===== src/hdl/ldss_pkg.sv =====
`default_nettype none

package ldss_pkg;

  // Fixed field widths of the request and response transactions
  localparam int REQ_W    = 2;
  localparam int RANK_W   = 7;
  localparam int DATA_W   = 32;
  localparam int STATUS_W = 2;
  localparam int LIVE_W   = 7;

  // Request codes
  localparam logic [REQ_W-1:0] REQ_APPEND = 2'd0;
  localparam logic [REQ_W-1:0] REQ_DELETE = 2'd1;
  localparam logic [REQ_W-1:0] REQ_READ   = 2'd2;
  localparam logic [REQ_W-1:0] REQ_CLEAR  = 2'd3;

  // Response status codes
  localparam logic [STATUS_W-1:0] ST_OK    = 2'd0;
  localparam logic [STATUS_W-1:0] ST_RANGE = 2'd1;
  localparam logic [STATUS_W-1:0] ST_FULL  = 2'd2;

  // Cell operations, broadcast to every cell of the chain
  localparam logic [2:0] CELL_HOLD   = 3'd0;
  localparam logic [2:0] CELL_LOAD   = 3'd1;
  localparam logic [2:0] CELL_ROTATE = 3'd2;
  localparam logic [2:0] CELL_SWAP   = 3'd3;
  localparam logic [2:0] CELL_CLEAR  = 3'd4;

  typedef struct packed {
    logic [2:0] op;     // one of CELL_*
    logic       phase;  // odd/even pairing for the swap pass
  } cell_ctl_t;

endpackage

`default_nettype wire


===== src/hdl/ldss_cell.sv =====
`default_nettype none

// One storage slot of the chain: a value and a live flag.
// Rotate takes the neighbor to the right; swap pulls a live entry
// leftward over a dead one (odd-even transposition on the live flag).
module ldss_cell
  import ldss_pkg::*;
#(
  parameter int VALUE_WIDTH = 32,
  parameter int DEPTH       = 64,
  parameter int IW          = 6,
  parameter int IDX         = 0
) (
  input  wire logic                   clk,
  input  wire logic                   rst_n,
  input  wire cell_ctl_t              ctl,
  input  wire logic [IW-1:0]          wr_idx,
  input  wire logic [VALUE_WIDTH-1:0] wr_value,
  input  wire logic [VALUE_WIDTH-1:0] rot_value,
  input  wire logic                   rot_live,
  input  wire logic [VALUE_WIDTH-1:0] lft_value,
  input  wire logic                   lft_live,
  input  wire logic [VALUE_WIDTH-1:0] rgt_value,
  input  wire logic                   rgt_live,
  output logic [VALUE_WIDTH-1:0]      value,
  output logic                        live
);

  localparam logic IDX_ODD = 1'(IDX % 2);

  logic [VALUE_WIDTH-1:0] value_r, value_nxt;
  logic                   live_r, live_nxt;
  logic                   as_left, as_right;

  // Pair role in the current swap phase
  assign as_left  = (IDX < DEPTH - 1) && (ctl.phase == IDX_ODD);
  assign as_right = (IDX > 0) && (ctl.phase != IDX_ODD);

  always_comb begin
    value_nxt = value_r;
    live_nxt  = live_r;
    case (ctl.op)
      CELL_HOLD: begin
      end
      CELL_LOAD: begin
        if (wr_idx == IW'(IDX)) begin
          value_nxt = wr_value;
          live_nxt  = 1'b1;
        end
      end
      CELL_ROTATE: begin
        value_nxt = rot_value;
        live_nxt  = rot_live;
      end
      CELL_SWAP: begin
        if (as_left && !live_r && rgt_live) begin
          value_nxt = rgt_value;
          live_nxt  = 1'b1;
        end else if (as_right && !lft_live && live_r) begin
          value_nxt = lft_value;
          live_nxt  = 1'b0;
        end
      end
      CELL_CLEAR: begin
        live_nxt = 1'b0;
      end
      default: begin
      end
    endcase
  end

  always_ff @(posedge clk) begin
    if (!rst_n) begin
      live_r <= 1'b0;
    end else begin
      live_r <= live_nxt;
    end
  end

  always_ff @(posedge clk) begin
    value_r <= value_nxt;
  end

  assign value = value_r;
  assign live  = live_r;

endmodule

`default_nettype wire


===== src/hdl/lazy_delete_sequence_store_unit.sv =====
`default_nettype none

// Ordered store of up to DEPTH values with tombstone deletion, held in a
// ring of DEPTH cells. Append and clear, and any request with rank zero,
// go from acceptance straight to the response state. Read and delete by
// rank rotate the whole ring once past cell 0 while counting live entries;
// a delete that triggers compaction then runs odd-even swap passes. One
// request is in work at a time; a finished response waits in the output
// register while the next request is taken. Reset clears all live flags
// at once, so there is no clearing pass.
module lazy_delete_sequence_store_unit
  import ldss_pkg::*;
#(
  parameter int DEPTH       = 64,
  parameter int VALUE_WIDTH = 32
) (
  input  wire logic                clk,
  input  wire logic                rst_n,
  input  wire logic                in_valid,
  output logic                     in_stall,
  input  wire logic [REQ_W-1:0]    in_req_type,
  input  wire logic [RANK_W-1:0]   in_rank,
  input  wire logic signed [DATA_W-1:0] in_value,
  output logic                     out_valid,
  input  wire logic                out_stall,
  output logic [STATUS_W-1:0]      out_status,
  output logic signed [DATA_W-1:0] out_data_out,
  output logic [LIVE_W-1:0]        out_live_count,
  output logic                     out_compacted
);

  localparam int IW = $clog2(DEPTH);
  localparam int CW = $clog2(DEPTH + 1);
  localparam int VW = (VALUE_WIDTH < DATA_W) ? VALUE_WIDTH : DATA_W;

  localparam logic [1:0] S_IDLE = 2'd0;
  localparam logic [1:0] S_SCAN = 2'd1;
  localparam logic [1:0] S_SQZ  = 2'd2;
  localparam logic [1:0] S_RESP = 2'd3;

  logic [1:0]             state_r, state_nxt;
  logic [CW-1:0]          stored_r, stored_nxt;
  logic [CW-1:0]          marked_r, marked_nxt;
  logic [CW-1:0]          marked_inc;
  logic [IW-1:0]          step_r, step_nxt;
  logic [RANK_W-1:0]      rem_r, rem_nxt;
  logic                   found_r, found_nxt;
  logic                   is_del_r, is_del_nxt;
  logic [STATUS_W-1:0]    res_status_r, res_status_nxt;
  logic [VALUE_WIDTH-1:0] res_data_r, res_data_nxt;
  logic                   res_comp_r, res_comp_nxt;

  logic                   out_valid_r;
  logic [STATUS_W-1:0]    out_status_r;
  logic [VALUE_WIDTH-1:0] out_data_r;
  logic [LIVE_W-1:0]      out_live_r;
  logic                   out_comp_r;

  cell_ctl_t              ctl;
  logic                   kill;
  logic                   hit;
  logic                   last_step;
  logic                   resp_load;
  logic [VALUE_WIDTH-1:0] wr_value;
  logic [IW-1:0]          wr_idx;

  logic [VALUE_WIDTH-1:0] cv [DEPTH];
  logic [DEPTH-1:0]       cl;

  assign wr_value   = VALUE_WIDTH'(in_value[VW-1:0]);
  assign wr_idx     = stored_r[IW-1:0];
  assign marked_inc = marked_r + CW'(1);
  assign last_step  = (step_r == IW'(DEPTH - 1));
  assign hit        = (state_r == S_SCAN) && !found_r && cl[0] && (rem_r == RANK_W'(1));
  assign resp_load  = (state_r == S_RESP) && (!out_valid_r || !out_stall);

  // Cell ring: rotation runs toward cell 0, cell 0 wraps to the far end
  for (genvar g = 0; g < DEPTH; g++) begin : g_cell
    logic [VALUE_WIDTH-1:0] rot_v, lft_v, rgt_v;
    logic                   rot_l, lft_l, rgt_l;

    if (g == DEPTH - 1) begin : g_tail
      assign rot_v = cv[0];
      assign rot_l = cl[0] & ~kill;
      assign rgt_v = '0;
      assign rgt_l = 1'b0;
    end else begin : g_body
      assign rot_v = cv[g+1];
      assign rot_l = cl[g+1];
      assign rgt_v = cv[g+1];
      assign rgt_l = cl[g+1];
    end

    if (g == 0) begin : g_head
      assign lft_v = '0;
      assign lft_l = 1'b1;
    end else begin : g_inner
      assign lft_v = cv[g-1];
      assign lft_l = cl[g-1];
    end

    ldss_cell #(
      .VALUE_WIDTH (VALUE_WIDTH),
      .DEPTH       (DEPTH),
      .IW          (IW),
      .IDX         (g)
    ) u_cell (
      .clk       (clk),
      .rst_n     (rst_n),
      .ctl       (ctl),
      .wr_idx    (wr_idx),
      .wr_value  (wr_value),
      .rot_value (rot_v),
      .rot_live  (rot_l),
      .lft_value (lft_v),
      .lft_live  (lft_l),
      .rgt_value (rgt_v),
      .rgt_live  (rgt_l),
      .value     (cv[g]),
      .live      (cl[g])
    );
  end

  // Request sequencer
  always_comb begin
    state_nxt      = state_r;
    stored_nxt     = stored_r;
    marked_nxt     = marked_r;
    step_nxt       = step_r;
    rem_nxt        = rem_r;
    found_nxt      = found_r;
    is_del_nxt     = is_del_r;
    res_status_nxt = res_status_r;
    res_data_nxt   = res_data_r;
    res_comp_nxt   = res_comp_r;
    ctl.op         = CELL_HOLD;
    ctl.phase      = step_r[0];
    kill           = 1'b0;

    case (state_r)
      S_IDLE: begin
        if (in_valid) begin
          res_status_nxt = ST_OK;
          res_data_nxt   = '0;
          res_comp_nxt   = 1'b0;
          state_nxt      = S_RESP;
          case (in_req_type)
            REQ_APPEND: begin
              if (stored_r == CW'(DEPTH)) begin
                res_status_nxt = ST_FULL;
              end else begin
                ctl.op     = CELL_LOAD;
                stored_nxt = stored_r + CW'(1);
              end
            end
            REQ_DELETE, REQ_READ: begin
              if (in_rank == '0) begin
                res_status_nxt = ST_RANGE;
              end else begin
                state_nxt  = S_SCAN;
                step_nxt   = '0;
                rem_nxt    = in_rank;
                found_nxt  = 1'b0;
                is_del_nxt = (in_req_type == REQ_DELETE);
              end
            end
            REQ_CLEAR: begin
              ctl.op     = CELL_CLEAR;
              stored_nxt = '0;
              marked_nxt = '0;
            end
            default: begin
            end
          endcase
        end
      end

      // One full turn of the ring; cell 0 sees entries in order
      S_SCAN: begin
        ctl.op   = CELL_ROTATE;
        step_nxt = step_r + IW'(1);
        if (hit) begin
          found_nxt    = 1'b1;
          res_data_nxt = cv[0];
          kill         = is_del_r;
        end else if (!found_r && cl[0]) begin
          rem_nxt = rem_r - RANK_W'(1);
        end
        if (last_step) begin
          step_nxt  = '0;
          state_nxt = S_RESP;
          if (!(found_r || hit)) begin
            res_status_nxt = ST_RANGE;
          end else if (is_del_r) begin
            marked_nxt = marked_inc;
            if ((stored_r >> 1) <= marked_inc) begin
              state_nxt = S_SQZ;
            end
          end
        end
      end

      // Odd-even swap passes move dead slots to the tail
      S_SQZ: begin
        ctl.op   = CELL_SWAP;
        step_nxt = step_r + IW'(1);
        if (last_step) begin
          step_nxt     = '0;
          stored_nxt   = stored_r - marked_r;
          marked_nxt   = '0;
          res_comp_nxt = 1'b1;
          state_nxt    = S_RESP;
        end
      end

      S_RESP: begin
        if (resp_load) begin
          state_nxt = S_IDLE;
        end
      end

      default: begin
        state_nxt = S_IDLE;
      end
    endcase
  end

  always_ff @(posedge clk) begin
    if (!rst_n) begin
      state_r  <= S_IDLE;
      stored_r <= '0;
      marked_r <= '0;
      step_r   <= '0;
      found_r  <= 1'b0;
      is_del_r <= 1'b0;
    end else begin
      state_r  <= state_nxt;
      stored_r <= stored_nxt;
      marked_r <= marked_nxt;
      step_r   <= step_nxt;
      found_r  <= found_nxt;
      is_del_r <= is_del_nxt;
    end
  end

  always_ff @(posedge clk) begin
    rem_r        <= rem_nxt;
    res_status_r <= res_status_nxt;
    res_data_r   <= res_data_nxt;
    res_comp_r   <= res_comp_nxt;
  end

  // Output register
  always_ff @(posedge clk) begin
    if (!rst_n) begin
      out_valid_r <= 1'b0;
    end else if (resp_load) begin
      out_valid_r <= 1'b1;
    end else if (!out_stall) begin
      out_valid_r <= 1'b0;
    end
  end

  always_ff @(posedge clk) begin
    if (resp_load) begin
      out_status_r <= res_status_r;
      out_data_r   <= res_data_r;
      out_live_r   <= LIVE_W'(stored_r - marked_r);
      out_comp_r   <= res_comp_r;
    end
  end

  assign in_stall       = (state_r != S_IDLE);
  assign out_valid      = out_valid_r;
  assign out_status     = out_status_r;
  assign out_data_out   = DATA_W'(out_data_r[VW-1:0]);
  assign out_live_count = out_live_r;
  assign out_compacted  = out_comp_r;

`ifndef SYNTHESIS
  a_marked_le_stored : assert property (@(posedge clk) disable iff (!rst_n)
    marked_r <= stored_r)
    else $error("marked count exceeds stored count");

  a_stored_le_depth : assert property (@(posedge clk) disable iff (!rst_n)
    stored_r <= CW'(DEPTH))
    else $error("stored count exceeds depth");

  a_sqz_has_marks : assert property (@(posedge clk) disable iff (!rst_n)
    (state_r == S_SQZ) |-> (marked_r != '0))
    else $error("compaction running with no marked entries");

  a_resp_from_seq : assert property (@(posedge clk) disable iff (!rst_n)
    $rose(out_valid_r) |-> ($past(state_r) == S_RESP))
    else $error("response raised outside the response state");

  a_no_kill_on_read : assert property (@(posedge clk) disable iff (!rst_n)
    kill |-> (is_del_r && state_r == S_SCAN))
    else $error("entry marked outside a delete scan");
`endif

endmodule

`default_nettype wire

===== config.mk =====
export PLATFORM = sky130hd
export DESIGN_NAME = lazy_delete_sequence_store_unit
export DESIGN_NICKNAME = d
export VERILOG_FILES = /design/src/hdl/ldss_pkg.sv /design/src/hdl/ldss_cell.sv /design/src/hdl/lazy_delete_sequence_store_unit.sv
export SDC_FILE = /design/constraint.sdc
export NUM_CORES = 2
export LEC_CHECK = 0
export BUFFER_PORTS_ARGS = -buffer_cell sky130_fd_sc_hd__buf_2
export CORE_MARGIN = 5
export CORE_UTILIZATION = 43
export CTS_CLUSTER_SIZE = 30
export DETAILED_ROUTE_END_ITERATION = 10
export PLACE_DENSITY = 0.58
export SYNTH_ARGS = -nofsm -noshare
export SYNTH_HDL_FRONTEND = slang
export SYNTH_SLANG_ARGS = --single-unit

===== constraint.sdc =====
create_clock -name clk -period 6.4 [get_ports clk]
set_clock_uncertainty 0.2 [all_clocks]
set_input_delay 1.28 -clock clk [delete_from_list [all_inputs] [get_ports clk]]
set_output_delay 1.28 -clock clk [all_outputs]
set_load 0.02 [all_outputs]

==> flow_metrics.tcl <==
set metrics [dict create \
    status "complete, no violations" \
    tightest_slew_ns 1.43 \
    crit_family "simple AND/OR/NAND/NOR gates" \
    hp-class "reg -> reg" \
    ys_ff_latch 2221 \
    grt_pass1_wl_mm 477 \
    combinationalPowerShare_pct 35.3 \
    whs_endpoint "out_data_out[23]" \
    ys_seq_area_share_pct 65.0 \
    yosys.area.top_type "edfxtp_1" \
    cpPeakStageDelay_ns 0.76 \
    cp-end-kind "flip-flop" \
    drv_slew 0 \
    ir_worst_vdd_uv 482 \
    antenna_left 0 \
    cts_htree_levels 4 \
    setup_viol 0 \
    yosys.area.top_type_share_pct 63.2 \
    io_buffer_count 88 \
    insertion_delay_ns 0.88 \
    p_seq_share_pct 47.1 \
    rrSetupSlack_ns 1.67 \
    fin_worst_hold_slack_ns 0.217 \
    synth_nets 8297 \
    period_needed_ns 4.73 \
    cp.required_ns 6.92 \
    synth_area_leaders "edfxtp_1, a221oi_1, nor2_1" \
    clock.fmax_mhz 211 \
    via_per_inst 6.74 \
    clock_sinks 2221 \
    synth_common_cells "edfxtp_1, nor2_1, a221oi_1, clkbuf_1, nand2_1" \
    layout.nets 7926 \
    yosysMostFrequentCell "edfxtp_1" \
    p_per_area_nw_per_um2 680 \
    fin_area_um2 112000 \
    first_global_vias 71900 \
    die_x_um 495 \
    wirelength_mm 320 \
    vias 75500 \
    syn_inst 8222 \
    worst-endpoint-arrival_ns 5.25 \
    r2r-end "g_cell[12].u_cell.live" \
    dpl_cell_area_um2 105000 \
    ys_types 74 \
    dpl.hpwl_mm 206 \
    cts_resized 0 \
    grtUsageTotal_pct 25.1 \
    timing.rr.start "stored_r[1]" \
    core_um2 235000 \
    reg2reg_depth 9 \
    rsz0062_at_grt "no" \
    clkPwrFrac_pct 17.6 \
    hp-start "res_data_r[23]" \
    dieHeight_um 495 \
    layout-drive-gt1-share_pct 11.0 \
    initial_core_util_pct 43.1 \
    finalSetupTns_ns 0 \
    root_buffer "clkbuf_16" \
    async_flop_share_pct 0 \
    synth-warning-count 0 \
    drc 0 \
    path_buf_inv 2 \
    crit_type "reg -> reg" \
    crit_chain "inv_1 -> ha_1 -> nor3b_4 -> nand4_1 -> nand2_1 -> nand3_2 -> buf_4 -> a21oi_1 -> a311oi_1" \
    rows 178 \
    switchingPower_uw 31200 \
    clkSlewWorstSetupHoldPaths_ns 0.07 \
    io_pins 89 \
    critPathSlowestCell "nand3_2" \
    cts_made_buffers 230 \
    drt_iter0_markers 10800 \
    die_area_um2 245000 \
    cp_max_fo 24 \
    synth-edff-count 2132 \
    areaGrowthSynthToFinish_pct 10.7 \
    drt-pass1-iter-count 6 \
    post-route-period-util_pct 73.9 \
    min_path_cells 0 \
    clock_path_buffers 3 \
    grt.overflow.total 0 \
    swShare_pct 40.9 \
    grt_max_degree 275 \
    p_int_uw 45000 \
    post_drt_wl_per_cell_um 28.6 \
    cts_tree "yes" \
    critPathLaunchType "flip-flop" \
    cap_violations 0 \
    synth_flop_cell "edfxtp_1" \
    cts_setup_buffers 0 \
    relSlewSlack_pct 4.50 \
    finalHoldViolCount 0 \
    cts_hold_buf 0 \
    p_leak_uw 0.0364 \
    avgSynthCellArea_um2 12.3 \
    gp_congestion 0.836 \
    syn_area_um2 101000 \
    antenna_found_initial 3 \
]
final cells by class:
class | count | area [um^2]
Inverter | 51 | 200
Sequential cell | 2221 | 65800
Fill cell | 20700 | 123000
Clock buffer | 311 | 6220
Tap cell | 3150 | 3940
Multi-Input combinational cell | 5051 | 32600
Timing Repair Buffer | 296 | 2110
Antenna cell | 1 | 2.50
Clock inverter | 114 | 1200
metal layers:
metal  vias to the layer above  part of all wire [%]  global-route usage (%)
li1                      32400                     -                       -
met1                     38200                    42                    36.6
met2                      4406                    46                    38.5
met3                       549                   9.9                    4.39
met4                         2                   3.0                    7.68
met5                         -                0.0034                       0
kinds of logic (layout without fill, tap and decap cells):
group | count (synthesis) | count (layout) | synth area share [%]
flops | 2221 | 2221 | 65.0
fa+ha+maj | 30 | 30 | 0.378
compound gates | 2432 | 2432 | 20.5
xor+xnor | 10 | 10 | 0.0865
simple gates | 2570 | 2570 | 10.3
buf+inv | 950 | 772 | 3.70
mux | 9 | 9 | 0.0914
other cells | 0 | 1 | 0
power by group through the flow:
stage          combinational (uW)  clock, uW  sequential (uW)
2_1_floorplan               19000          0            32100
3_3_place_gp                25500          0            35900
3_5_place_dp                26500          0            35900
4_1_cts                     26600      13600            35700
5_1_grt                     29400      14200            36400
6_report                    26900      13400            35900
metrics by stage:
stage / instances / power (uW) / util, % / setup slack, ns
after floorplan: 8222 / 51100 / - / 1.32
after CTS: 11200 / 75900 / 47.8 / 1.84
after global placement: 10800 / 61400 / 44.6 / 1.48
after detailed placement: 10800 / 62500 / 44.6 / 1.44
after global routing: 11200 / 80000 / 47.8 / 1.57
final: 11200 / 76200 / 47.8 / 1.67
worst register-to-register path: stages, from the launching register on:
cell,delay [ns]
dfxtp_1,0.36
inv_1,0.21
ha_1,0.59
nor3b_4,0.60
nand4_1,0.36
nand2_1,0.70
nand3_2,0.76
buf_4,0.52
a21oi_1,0.22
a311oi_1,0.07
placed cells by master, fill, tap and decap left out, types with 12 or more instances in the layout:
cell	count
a21o_1	36
a21oi_1	124
a21oi_2	34
a221o_1	34
a221oi_1	1955
a22oi_1	34
a22oi_2	22
a311oi_1	63
a31o_2	15
a31oi_2	12
and2_1	43
buf_2	88
buf_4	199
bufinv_16	21
clkbuf_1	68
clkbuf_16	233
clkinv_1	46
clkinv_2	33
dfxtp_1	88
edfxtp_1	2132
ha_1	25
inv_1	45
nand2_1	165
nand2b_1	27
nand3_1	47
nor2_1	2024
nor2_2	25
nor2_4	37
nor2b_1	68
nor2b_2	51
nor2b_4	12
o21ai_0	15
o21ai_2	20
worst max-delay path by stage:
stage | start | end | cells after the start
after floorplan | out_stall | out_compacted | 1
after global placement | in_req_type[0] | g_cell[19].u_cell.live | 9
after detailed placement | in_req_type[0] | g_cell[18].u_cell.live | 9
after CTS | stored_r[1] | g_cell[12].u_cell.live | 9
after global routing | stored_r[1] | g_cell[10].u_cell.live | 9
final | stored_r[1] | g_cell[12].u_cell.live | 9
flip-flops by register name, summed over array words and instances (netlist names), 7 cells and up:
signal,count
g_cell.u_cell.value,2048
g_cell.u_cell.live,64
out_data_out,32
res_data_r,32
marked_r,7
out_live_count,7
rem_r,7
stored_r,7
(Power assumes the default switching activity.)
